## src/rtl/cdad_pkg.sv

```systemverilog
// Types, constants, calendar tables and the microcode program of the date shifter.
package cdad_pkg;

    localparam int UPC_W = 4;
    typedef logic [UPC_W-1:0] t_upc;

    localparam logic [13:0] YEAR_MIN = 14'd1;
    localparam logic [13:0] YEAR_MAX = 14'd9999;
    localparam logic [3:0]  MONTH_JAN = 4'd1;
    localparam logic [3:0]  MONTH_FEB = 4'd2;
    localparam logic [3:0]  MONTH_DEC = 4'd12;
    localparam logic [6:0]  YL_LAST = 7'd99;

    localparam logic [1:0] ST_OK      = 2'd0;
    localparam logic [1:0] ST_INVALID = 2'd1;
    localparam logic [1:0] ST_RANGE   = 2'd2;

    typedef enum logic [3:0] {
        C_NEVER,
        C_BAD_YM,
        C_BAD_DAY,
        C_M_IS_1,
        C_R_NEG,
        C_BACK_STOP,
        C_R_NONNEG,
        C_FWD_STOP,
        C_R_LT_DIY,
        C_R_LT_DIM
    } t_cond;

    typedef enum logic [3:0] {
        OP_NOP,
        OP_SPLIT,
        OP_MDEC,
        OP_YDEC_ADD,
        OP_SUBY_YINC,
        OP_MINC,
        OP_FIN_OK,
        OP_FIN_RANGE,
        OP_FIN_INV
    } t_uop;

    // When cond holds the step jumps to target and skips its op; otherwise the op
    // runs and the sequencer moves to next, unless a finishing op waits for output.
    typedef struct packed {
        t_cond cond;
        t_upc  target;
        t_uop  op;
        t_upc  next;
    } t_uword;

    typedef struct packed {
        logic [4:0] dim_cur;
        logic [4:0] dim_prev;
        logic [8:0] diy_cur;
        logic [8:0] diy_prev;
    } t_cal;

    localparam t_upc PC_SPLIT  = 4'd0;
    localparam t_upc PC_DAYCHK = 4'd1;
    localparam t_upc PC_MBACK  = 4'd2;
    localparam t_upc PC_DIR    = 4'd3;
    localparam t_upc PC_YBACK  = 4'd4;
    localparam t_upc PC_BCHK   = 4'd5;
    localparam t_upc PC_YFWD   = 4'd6;
    localparam t_upc PC_FCHK   = 4'd7;
    localparam t_upc PC_MWALK  = 4'd8;
    localparam t_upc PC_RANGE  = 4'd9;
    localparam t_upc PC_OK     = 4'd10;
    localparam t_upc PC_INV    = 4'd11;

    function automatic logic [4:0] month_len(input logic [3:0] m);
        logic [4:0] len;
        case (m) inside
            MONTH_FEB:                  len = 5'd28;
            4'd4, 4'd6, 4'd9, 4'd11:    len = 5'd30;
            default:                    len = 5'd31;
        endcase
        return len;
    endfunction

    function automatic t_uword ucode(input t_upc pc);
        t_uword w;
        case (pc)
            PC_SPLIT:  w = '{cond: C_BAD_YM,    target: PC_INV,    op: OP_SPLIT,
                             next: PC_DAYCHK};
            PC_DAYCHK: w = '{cond: C_BAD_DAY,   target: PC_INV,    op: OP_NOP,
                             next: PC_MBACK};
            PC_MBACK:  w = '{cond: C_M_IS_1,    target: PC_DIR,    op: OP_MDEC,
                             next: PC_MBACK};
            PC_DIR:    w = '{cond: C_R_NEG,     target: PC_YBACK,  op: OP_NOP,
                             next: PC_YFWD};
            PC_YBACK:  w = '{cond: C_BACK_STOP, target: PC_BCHK,   op: OP_YDEC_ADD,
                             next: PC_YBACK};
            PC_BCHK:   w = '{cond: C_R_NONNEG,  target: PC_MWALK,  op: OP_NOP,
                             next: PC_RANGE};
            PC_YFWD:   w = '{cond: C_FWD_STOP,  target: PC_FCHK,   op: OP_SUBY_YINC,
                             next: PC_YFWD};
            PC_FCHK:   w = '{cond: C_R_LT_DIY,  target: PC_MWALK,  op: OP_NOP,
                             next: PC_RANGE};
            PC_MWALK:  w = '{cond: C_R_LT_DIM,  target: PC_OK,     op: OP_MINC,
                             next: PC_MWALK};
            PC_RANGE:  w = '{cond: C_NEVER,     target: PC_SPLIT,  op: OP_FIN_RANGE,
                             next: PC_SPLIT};
            PC_OK:     w = '{cond: C_NEVER,     target: PC_SPLIT,  op: OP_FIN_OK,
                             next: PC_SPLIT};
            PC_INV:    w = '{cond: C_NEVER,     target: PC_SPLIT,  op: OP_FIN_INV,
                             next: PC_SPLIT};
            default:   w = '{cond: C_NEVER,     target: PC_INV,    op: OP_NOP,
                             next: PC_INV};
        endcase
        return w;
    endfunction

endpackage

```

## src/rtl/cdad_cal.sv

```systemverilog
// Month and year lengths for the current year and month and for their predecessors.
module cdad_cal (
    input  logic [6:0]    i_yc,
    input  logic [6:0]    i_yl,
    input  logic [3:0]    i_month,
    output cdad_pkg::t_cal o_cal
);

    logic       w_leap_cur;
    logic       w_leap_prev;
    logic [6:0] w_yl_prev;
    logic [3:0] w_month_prev;
    logic [4:0] w_len_cur;
    logic [4:0] w_len_prev;

    // A century year is leap only when the century count is a multiple of four.
    assign w_leap_cur  = (i_yl != 7'd0) ? (i_yl[1:0] == 2'b00) : (i_yc[1:0] == 2'b00);
    assign w_yl_prev   = i_yl - 7'd1;
    // The year before a century year ends in 99 and is never leap.
    assign w_leap_prev = (i_yl != 7'd0) &&
                         ((w_yl_prev != 7'd0) ? (w_yl_prev[1:0] == 2'b00)
                                              : (i_yc[1:0] == 2'b00));

    assign w_month_prev = i_month - 4'd1;
    assign w_len_cur    = cdad_pkg::month_len(i_month);
    assign w_len_prev   = cdad_pkg::month_len(w_month_prev);

    always_comb begin
        o_cal.dim_cur  = w_len_cur + {4'd0, (i_month == cdad_pkg::MONTH_FEB) && w_leap_cur};
        o_cal.dim_prev = w_len_prev +
                         {4'd0, (w_month_prev == cdad_pkg::MONTH_FEB) && w_leap_cur};
        o_cal.diy_cur  = 9'd365 + {8'd0, w_leap_cur};
        o_cal.diy_prev = 9'd365 + {8'd0, w_leap_prev};
    end

endmodule

```

## src/rtl/calendar_date_add_days.sv

```systemverilog
// Top level of the Gregorian date shifter: microcoded sequencer and datapath.
//
//  channel  | dir | handshake                    | payload
//  s_axis   | in  | s_axis_tvalid/s_axis_tready  | tdata: year, month, day, day offset
//  m_axis   | out | m_axis_tvalid/m_axis_tready  | tdata: year, month, day; tuser: status
//
// The time a request takes grows with its start month, the years crossed and the
// months walked in the final year; the year loop of the microcode, one year per step,
// sets its upper bound.
// Reset is synchronous and clears the step counter, the busy flag and the output valid.
// A new request is taken whenever no request is in progress; the last step waits until
// the output register is free.
module calendar_date_add_days #(
    parameter int OFFSET_BITS = 20
) (
    input  logic                               i_clk,
    input  logic                               i_rst_n,
    input  logic                               s_axis_tvalid,
    output logic                               s_axis_tready,
    // start_year[13:0], start_month[17:14], start_day[22:18], day_offset, zero fill
    input  logic [((23+OFFSET_BITS+7)/8)*8-1:0] s_axis_tdata,
    output logic                               m_axis_tvalid,
    input  logic                               m_axis_tready,
    // result_year[13:0], result_month[17:14], result_day[22:18], zero fill
    output logic [23:0]                        m_axis_tdata,
    // status[1:0]
    output logic [1:0]                         m_axis_tuser
);

    localparam int RW = ((OFFSET_BITS > 10) ? OFFSET_BITS : 10) + 1;

    cdad_pkg::t_uword w_uw;
    cdad_pkg::t_cal   w_cal;
    logic             w_cond;
    logic             w_slot_free;
    logic             w_neg;

    logic [OFFSET_BITS-1:0] w_off;
    logic [26:0]            w_prod;
    logic [7:0]             w_q;
    logic [13:0]            w_hund;
    logic [13:0]            w_rem;
    logic signed [RW-1:0]   w_dim_cur;
    logic signed [RW-1:0]   w_dim_prev;
    logic signed [RW-1:0]   w_diy_cur;
    logic signed [RW-1:0]   w_diy_prev;

    cdad_pkg::t_upc       r_pc,  n_pc;
    logic                 r_busy, n_busy;
    logic                 r_out_valid, n_out_valid;
    logic [13:0]          r_in_y, n_in_y;
    logic [3:0]           r_in_m, n_in_m;
    logic [4:0]           r_in_d, n_in_d;
    logic [13:0]          r_y, n_y;
    logic [6:0]           r_yc, n_yc;
    logic [6:0]           r_yl, n_yl;
    logic [3:0]           r_m, n_m;
    logic signed [RW-1:0] r_r, n_r;
    logic [13:0]          r_res_y, n_res_y;
    logic [3:0]           r_res_m, n_res_m;
    logic [4:0]           r_res_d, n_res_d;
    logic [1:0]           r_res_st, n_res_st;

    cdad_cal u_cal (
        .i_yc    (r_yc),
        .i_yl    (r_yl),
        .i_month (r_m),
        .o_cal   (w_cal)
    );

    assign w_uw        = cdad_pkg::ucode(r_pc);
    assign w_off       = s_axis_tdata[23 +: OFFSET_BITS];
    assign w_slot_free = !r_out_valid || m_axis_tready;
    assign w_neg       = r_r[RW-1];

    // Year split into century and year of century: the reciprocal of 100 scaled by
    // 2^19 is exact for every 14-bit year.
    assign w_prod = 27'(r_y) * 27'd5243;
    assign w_q    = w_prod[26:19];
    assign w_hund = 14'(w_q) * 14'd100;
    assign w_rem  = r_y - w_hund;

    assign w_dim_cur  = $signed({{(RW-5){1'b0}}, w_cal.dim_cur});
    assign w_dim_prev = $signed({{(RW-5){1'b0}}, w_cal.dim_prev});
    assign w_diy_cur  = $signed({{(RW-9){1'b0}}, w_cal.diy_cur});
    assign w_diy_prev = $signed({{(RW-9){1'b0}}, w_cal.diy_prev});

    always_comb begin
        case (w_uw.cond)
            cdad_pkg::C_NEVER:     w_cond = 1'b0;
            cdad_pkg::C_BAD_YM:    w_cond = (r_y < cdad_pkg::YEAR_MIN) ||
                                            (r_y > cdad_pkg::YEAR_MAX) ||
                                            (r_m < cdad_pkg::MONTH_JAN) ||
                                            (r_m > cdad_pkg::MONTH_DEC);
            cdad_pkg::C_BAD_DAY:   w_cond = (r_in_d == 5'd0) || (r_in_d > w_cal.dim_cur);
            cdad_pkg::C_M_IS_1:    w_cond = (r_m == cdad_pkg::MONTH_JAN);
            cdad_pkg::C_R_NEG:     w_cond = w_neg;
            cdad_pkg::C_BACK_STOP: w_cond = !w_neg || (r_y == cdad_pkg::YEAR_MIN);
            cdad_pkg::C_R_NONNEG:  w_cond = !w_neg;
            cdad_pkg::C_FWD_STOP:  w_cond = (r_r < w_diy_cur) || (r_y == cdad_pkg::YEAR_MAX);
            cdad_pkg::C_R_LT_DIY:  w_cond = (r_r < w_diy_cur);
            cdad_pkg::C_R_LT_DIM:  w_cond = (r_r < w_dim_cur);
            default:               w_cond = 1'b0;
        endcase
    end

    always_comb begin
        n_pc        = r_pc;
        n_busy      = r_busy;
        n_out_valid = r_out_valid;
        n_in_y      = r_in_y;
        n_in_m      = r_in_m;
        n_in_d      = r_in_d;
        n_y         = r_y;
        n_yc        = r_yc;
        n_yl        = r_yl;
        n_m         = r_m;
        n_r         = r_r;
        n_res_y     = r_res_y;
        n_res_m     = r_res_m;
        n_res_d     = r_res_d;
        n_res_st    = r_res_st;

        if (r_out_valid && m_axis_tready) begin
            n_out_valid = 1'b0;
        end

        if (!r_busy) begin
            if (s_axis_tvalid) begin
                n_busy = 1'b1;
                n_pc   = cdad_pkg::PC_SPLIT;
                n_in_y = s_axis_tdata[13:0];
                n_in_m = s_axis_tdata[17:14];
                n_in_d = s_axis_tdata[22:18];
                n_y    = s_axis_tdata[13:0];
                n_m    = s_axis_tdata[17:14];
                // Offset counted from the first of the start month.
                n_r    = $signed({{(RW-OFFSET_BITS){w_off[OFFSET_BITS-1]}}, w_off}) +
                         $signed({{(RW-5){1'b0}}, s_axis_tdata[22:18]}) -
                         $signed(RW'(1));
            end
        end else if (w_cond) begin
            n_pc = w_uw.target;
        end else begin
            n_pc = w_uw.next;
            case (w_uw.op)
                cdad_pkg::OP_NOP: begin
                end
                cdad_pkg::OP_SPLIT: begin
                    n_yc = w_q[6:0];
                    n_yl = w_rem[6:0];
                end
                cdad_pkg::OP_MDEC: begin
                    n_m = r_m - 4'd1;
                    n_r = r_r + w_dim_prev;
                end
                cdad_pkg::OP_YDEC_ADD: begin
                    n_y = r_y - 14'd1;
                    n_r = r_r + w_diy_prev;
                    if (r_yl == 7'd0) begin
                        n_yl = cdad_pkg::YL_LAST;
                        n_yc = r_yc - 7'd1;
                    end else begin
                        n_yl = r_yl - 7'd1;
                    end
                end
                cdad_pkg::OP_SUBY_YINC: begin
                    n_y = r_y + 14'd1;
                    n_r = r_r - w_diy_cur;
                    if (r_yl == cdad_pkg::YL_LAST) begin
                        n_yl = 7'd0;
                        n_yc = r_yc + 7'd1;
                    end else begin
                        n_yl = r_yl + 7'd1;
                    end
                end
                cdad_pkg::OP_MINC: begin
                    n_m = r_m + 4'd1;
                    n_r = r_r - w_dim_cur;
                end
                cdad_pkg::OP_FIN_OK, cdad_pkg::OP_FIN_RANGE, cdad_pkg::OP_FIN_INV: begin
                    if (w_slot_free) begin
                        n_busy      = 1'b0;
                        n_out_valid = 1'b1;
                        if (w_uw.op == cdad_pkg::OP_FIN_OK) begin
                            n_res_y  = r_y;
                            n_res_m  = r_m;
                            n_res_d  = r_r[4:0] + 5'd1;
                            n_res_st = cdad_pkg::ST_OK;
                        end else begin
                            n_res_y  = r_in_y;
                            n_res_m  = r_in_m;
                            n_res_d  = r_in_d;
                            n_res_st = (w_uw.op == cdad_pkg::OP_FIN_RANGE) ?
                                       cdad_pkg::ST_RANGE : cdad_pkg::ST_INVALID;
                        end
                    end else begin
                        n_pc = r_pc;
                    end
                end
                default: begin
                end
            endcase
        end
    end

    always_ff @(posedge i_clk) begin
        if (!i_rst_n) begin
            r_pc        <= cdad_pkg::PC_SPLIT;
            r_busy      <= 1'b0;
            r_out_valid <= 1'b0;
        end else begin
            r_pc        <= n_pc;
            r_busy      <= n_busy;
            r_out_valid <= n_out_valid;
        end
        r_in_y   <= n_in_y;
        r_in_m   <= n_in_m;
        r_in_d   <= n_in_d;
        r_y      <= n_y;
        r_yc     <= n_yc;
        r_yl     <= n_yl;
        r_m      <= n_m;
        r_r      <= n_r;
        r_res_y  <= n_res_y;
        r_res_m  <= n_res_m;
        r_res_d  <= n_res_d;
        r_res_st <= n_res_st;
    end

    assign s_axis_tready = !r_busy;
    assign m_axis_tvalid = r_out_valid;
    assign m_axis_tdata  = {1'b0, r_res_d, r_res_m, r_res_y};
    assign m_axis_tuser  = r_res_st;

endmodule

```

## config.mk

```make
export PLATFORM = sky130hd
export DESIGN_NAME = calendar_date_add_days
export DESIGN_NICKNAME = d
export VERILOG_FILES = /design/src/rtl/cdad_pkg.sv /design/src/rtl/cdad_cal.sv /design/src/rtl/calendar_date_add_days.sv
export SDC_FILE = /design/constraint.sdc
export NUM_CORES = 1
export LEC_CHECK = 0
export BUFFER_PORTS_ARGS = -buffer_cell sky130_fd_sc_hd__buf_2
export CORE_MARGIN = 3
export CORE_UTILIZATION = 40
export CTS_CLUSTER_SIZE = 28
export DETAILED_ROUTE_END_ITERATION = 16
export GPL_TIMING_DRIVEN = 1
export HOLD_SLACK_MARGIN = 0.12
export PLACE_DENSITY = 0.61
export SETUP_SLACK_MARGIN = 0.15
export SYNTH_ARGS = -nofsm -noshare
export SYNTH_HDL_FRONTEND = slang
export SYNTH_HIERARCHICAL = 1
export SYNTH_SLANG_ARGS = --single-unit
```

## constraint.sdc

```tcl
create_clock -name i_clk -period 7.5 [get_ports i_clk]
set_clock_uncertainty 0.05 [all_clocks]
set_input_delay 1.5 -clock i_clk [delete_from_list [all_inputs] [get_ports i_clk]]
set_output_delay 1.5 -clock i_clk [all_outputs]
set_load 0.01 [all_outputs]
```

# After elaboration in Yosys (flattened, before gate mapping)
# Memories as Yosys holds them, arrays and structs flattened. A register that Yosys moved wholly into a read port is not among the register bits.
# Index checks and enable logic that the tools add are counted.
# classes
addsub	20
n_mul	2
order_cmp	7
eq_ne	38
muxes	46
bitwise_logic	2
n_reduce_logical	34
# op_table
operator	n
case mux 21 bit (4 select lines)	1
2-to-1 mux 21 bit	3
2-to-1 mux 14 bit	4
equality test 4 x 3 -> 1 bit (second input constant)	12
2-to-1 mux 4 bit	11
case mux 7 bit (3 select lines)	2
equality test 4 bit (second input constant)	7
2-to-1 mux 7 bit	4
case mux 14 bit (2 select lines)	1
multiplier 14 x 13 -> 27 bit (second input constant)	1
equality test 4 x 2 -> 1 bit (second input constant)	6
adder 20 x 6 -> 21 bit	1
adder 21 x 10 -> 21 bit	1
adder 21 x 6 -> 21 bit	1
less-than comparator 21 x 10 -> 1 bit	1
less-than comparator 21 x 6 -> 1 bit	1
subtractor 21 x 10 -> 21 bit	1
subtractor 21 x 2 -> 21 bit (second input constant)	1
subtractor 21 x 6 -> 21 bit	1
adder 9 x 1 -> 9 bit (first input constant)	2
adder 14 x 1 -> 14 bit (second input constant)	1
adder 7 x 1 -> 7 bit (second input constant)	2
equality test 14 x 1 -> 1 bit (second input constant)	1
equality test 14 bit (second input constant)	1
41 further kinds	82
# totals
ff_bits	107
romBits	256
elab_cells	165
memories	1
# mem_list
memory	depth	word_bits	read_ports	rd_clocked_by_memory_dff	write_ports	line_no	text
(name not given)	16	16	1	1	0	cdad_pkg.sv:84	case (pc)

# Logic depth before layout (Yosys ltp)
# logic_depth
ltp_word	12
ltp_mapped	26
ltp_nobuf	26

# Hierarchy
# Netlist, hierarchy kept.
# by_module_without_submodules
module	n_inst	cells_per_inst	area_each_um2
calendar_date_add_days	1	1311	12698.4
cdad_cal	1	46	372.9

# Worst setup path before layout
# Ideal clock, no wire load.
# synth_path
path_kind	register to register
from	register r_y[4]
to	register r_yl[6], data pin
setup_ns	0.275
arrival_time_ns	6.066
required_time_ns	7.175
slack_ns	1.109
path_stages_with_launch	26
path_buffers	0
period_less_slack_ns	6.391
cell_sequence	edfxtp_1 -> inv_1 -> fa_1 -> inv_1 -> ha_1 -> fa_1 -> inv_1 -> fa_1 -> fa_1 -> inv_1 -> ha_1 -> a2111o_1 -> o211ai_1 -> a21oi_1 -> or3_1 -> a21oi_1 -> xnor2_1 -> ha_1 -> inv_1 -> ha_1 -> a21oi_1 -> xnor2_1 -> xnor2_1 -> xnor2_1 -> xnor2_1 -> a21oi_1
# synth_between
elab_chain_cells	4
# synth_rtl
element	line_no	text
start: declaration	calendar_date_add_days.sv:54	logic [13:0] r_y, n_y;
start signal: assignment	calendar_date_add_days.sv:220	r_y <= n_y;
multiplier 14 x 13 -> 27 bit	calendar_date_add_days.sv:78	assign w_prod = 27'(r_y) * 27'd5243;
multiplier 8 x 5 -> 5 bit	calendar_date_add_days.sv:80	assign w_hund = 14'(w_q) * 14'd100;
subtractor 7 bit (*)	calendar_date_add_days.sv:81	assign w_rem = r_y - w_hund;
case mux 7 bit (3 select lines) (*)	calendar_date_add_days.sv:146	case (w_uw.op)
end signal: assignment	calendar_date_add_days.sv:222	r_yl <= n_yl;
end: declaration	calendar_date_add_days.sv:56	logic [6:0] r_yl, n_yl;
# Every way passes the cells marked *; elsewhere a longest branch is shown, timed or not.
# A chain may end at the register's enable or synchronous reset.

# Worst setup path after layout
# layout_path
from	register r_y[10]
to	register r_yl[6], data pin
# layout_between
elab_chain_cells	4
# layout_rtl
element	line_no
multiplier 14 x 13 -> 27 bit	calendar_date_add_days.sv:78
multiplier 8 x 5 -> 5 bit	calendar_date_add_days.sv:80
subtractor 7 bit	calendar_date_add_days.sv:81
case mux 7 bit (3 select lines)	calendar_date_add_days.sv:146
# No other way between the ends.

==> metrics.yaml <==
power:
  switching_power_w: 0.00259
  clockPowerShare_pct: 13.9
  power_frac_seq_pct: 18.5
  p_per_area_nw_per_um2: 413
  leakagePower_nw: 6.35
  total_power_w: 0.00577
  power_frac_comb_pct: 67.6
  worst_ir_drop_vdd_v: 0.000507
  switching_share_pct: 44.9
  internal_power_w: 0.00318
final_layout:
  syn_to_final_growth_pct: 11.0
  nets: 1694
  drive_above_1_share_pct: 13.9
  final_cell_area_sq_um: 14000
  n_antenna_cell: 0
  final_cell_mix: "ha_1, inv_1, edfxtp_1"
  final_common_cell: "ha_1"
  stdcell_count: 1791
  finalCoreUtilization_pct: 45.3
sta:
  min_period_ns: 6.91
  rsz0062_at_grt: "no"
  fmax_ghz: 0.145
  layout_worst_path_cycle_share_pct: 92.2
  final_max_slew_viol_count: 0
  finalSetupViolCount: 0
  setup_tns_ns: 0
  finalHoldViolCount: 0
  worst_pin_slew_ns: 1.10
  slew_headroom_pct: 26.5
global_route:
  track_usage_pct: 18.2
  first_global_vias: 9338
  overflow: 0
  grt_max_degree: 56
  antenna_found_initial: 0
  grt_pass1_wl_mm: 48.7
hold_path:
  hold_path_depth: 1
  holdCritPathClass: "flop to flop"
  hold_end: "r_res_y[0]"
  hold_start: "r_in_y[0]"
clock_network:
  post_cts_resize_count: 0
  clock_sinks: 117
  cts_root_buf: "clkbuf_16"
  clk_pin_slew_worst_paths_ns: 0.06
  numCtsBuffers: 17
  cts_setup_buffers: 0
  htree_levels: 4
  ctsHoldBuffers: 0
  clkLatencyLatePin_ns: 0.42
  cts_tree: "yes"
  cts_max_path_buffers: 2
floorplan:
  die_height_microns: 183
  core_area_sq_um: 30800
  io_pins: 80
  std_cell_rows: 64
  dieWidth_microns: 183
  dieArea_sq_um: 33600
  start_util_pct: 40.8
setup_path:
  end_kind: "flop"
  cp.required_ns: 7.61
  startpoint_type: "flop"
  path_max_fanout: 11
  reg2reg_depth: 24
  path_class: "flop to flop"
  r2r_start: "r_y[10]"
  worstPathArrival_ns: 7.02
  regToRegEndpoint: "r_yl[6]"
  r2r_slack_ns: 0.59
  cp-startpoint: "r_y[10]"
detailed_routing:
  drc: 0
  drtAntennaViolNets: 0
  totalWireLength_mm: 29.7
  drt-initial-drc-count: 489
  firstDrtPassIters: 5
  routedWlPerCell_microns: 16.6
  via_per_inst: 5.26
  vias: 9428
job:
  cap_violations: 0
placement:
  place_area_sq_um: 13400
  io_buffer_count: 73
  dp_cells: 1759
  dp_hpwl_mm: 23.4
  routabilityCongestion: 0.862
status:
  status: "completed"
logic_synthesis:
  yosysWarnings: 6
  syn_area_per_cell_sq_um: 9.61
  syn_area_sq_um: 12600
  syn_inst: 1309
[state kept, by name, indices dropped and copies added, names as in the netlist]
signal and count:
r_busy 1, r_in_d 5, r_res_y 14, r_res_d 5, w_uw 15, r_in_m 4
m_axis_tuser 2, r_yl 7, r_m 4, r_pc 4, r_yc 2, r_in_y 14
r_y 14, m_axis_tvalid 1, r_r 21, r_res_m 4
[critical path, cell delays in order, from the launching register on]
cell       delay (ns)
edfxtp_1         0.73
fa_1             0.52
ha_1             0.29
inv_1            0.05
fa_1             0.49
inv_1            0.06
fa_1             0.53
inv_1            0.06
fa_1             0.53
inv_1            0.04
ha_1             0.31
a2111oi_0        0.56
a21oi_1          0.24
or3_1            0.43
a21oi_1          0.20
xnor2_1          0.10
ha_1             0.29
inv_1            0.04
ha_1             0.29
a21oi_1          0.16
xnor2_1          0.15
xnor2_1          0.16
xnor2_1          0.15
xnor2_1          0.13
a21oi_1          0.08
[per-layer routing]
layer / global-route usage [%] / vias up / share of wire, %
met1: 25.8 / 4507 / 49
li1: - / 4708 / -
met5: 0 / - / 0
met2: 29.8 / 195 / 46
met3: 2.62 / 18 / 3.6
met4: 3.44 / 0 / 0.83
[area by class of cell]
class | instances | area [sq um]
Clock buffer | 18 | 429
Inverter | 192 | 721
Tap cell | 396 | 495
Clock inverter | 14 | 141
Multi-Input combinational cell | 958 | 8340
Fill cell | 2946 | 16900
Timing Repair Buffer | 96 | 538
Sequential cell | 117 | 3300
[worst max path at each step]
| stage | end | slack (ns) |
|---|---|---|
| 2_1_floorplan | r_yl[6] | 1.13 |
| 3_3_place_gp | r_yl[6] | 0.62 |
| 3_5_place_dp | r_yl[6] | 0.54 |
| 4_1_cts | r_yl[6] | 0.53 |
| 5_1_grt | r_yl[6] | 0.21 |
| 6_report | r_yl[6] | 0.59 |
[through the flow]
step                      setup WS [ns]  hold WS (ns)
after floorplan                    1.13         0.465
after global placement            0.619         0.478
after detailed placement          0.540         0.483
after CTS                         0.527         0.500
after global routing              0.205         0.513
final                             0.589         0.498
[power by group through the flow]
| stage | sequential [W] | combinational, W | clock (W) |
|---|---|---|---|
| final | 0.00107 | 0.00390 | 0.000801 |
| after global routing | 0.00109 | 0.00449 | 0.000842 |
| after global placement | 0.00108 | 0.00385 | 0 |
| after CTS | 0.00107 | 0.00395 | 0.000814 |
| after floorplan | 0.00103 | 0.00302 | 0 |
| after detailed placement | 0.00108 | 0.00390 | 0 |
Power figures use the tool's default switching activity.
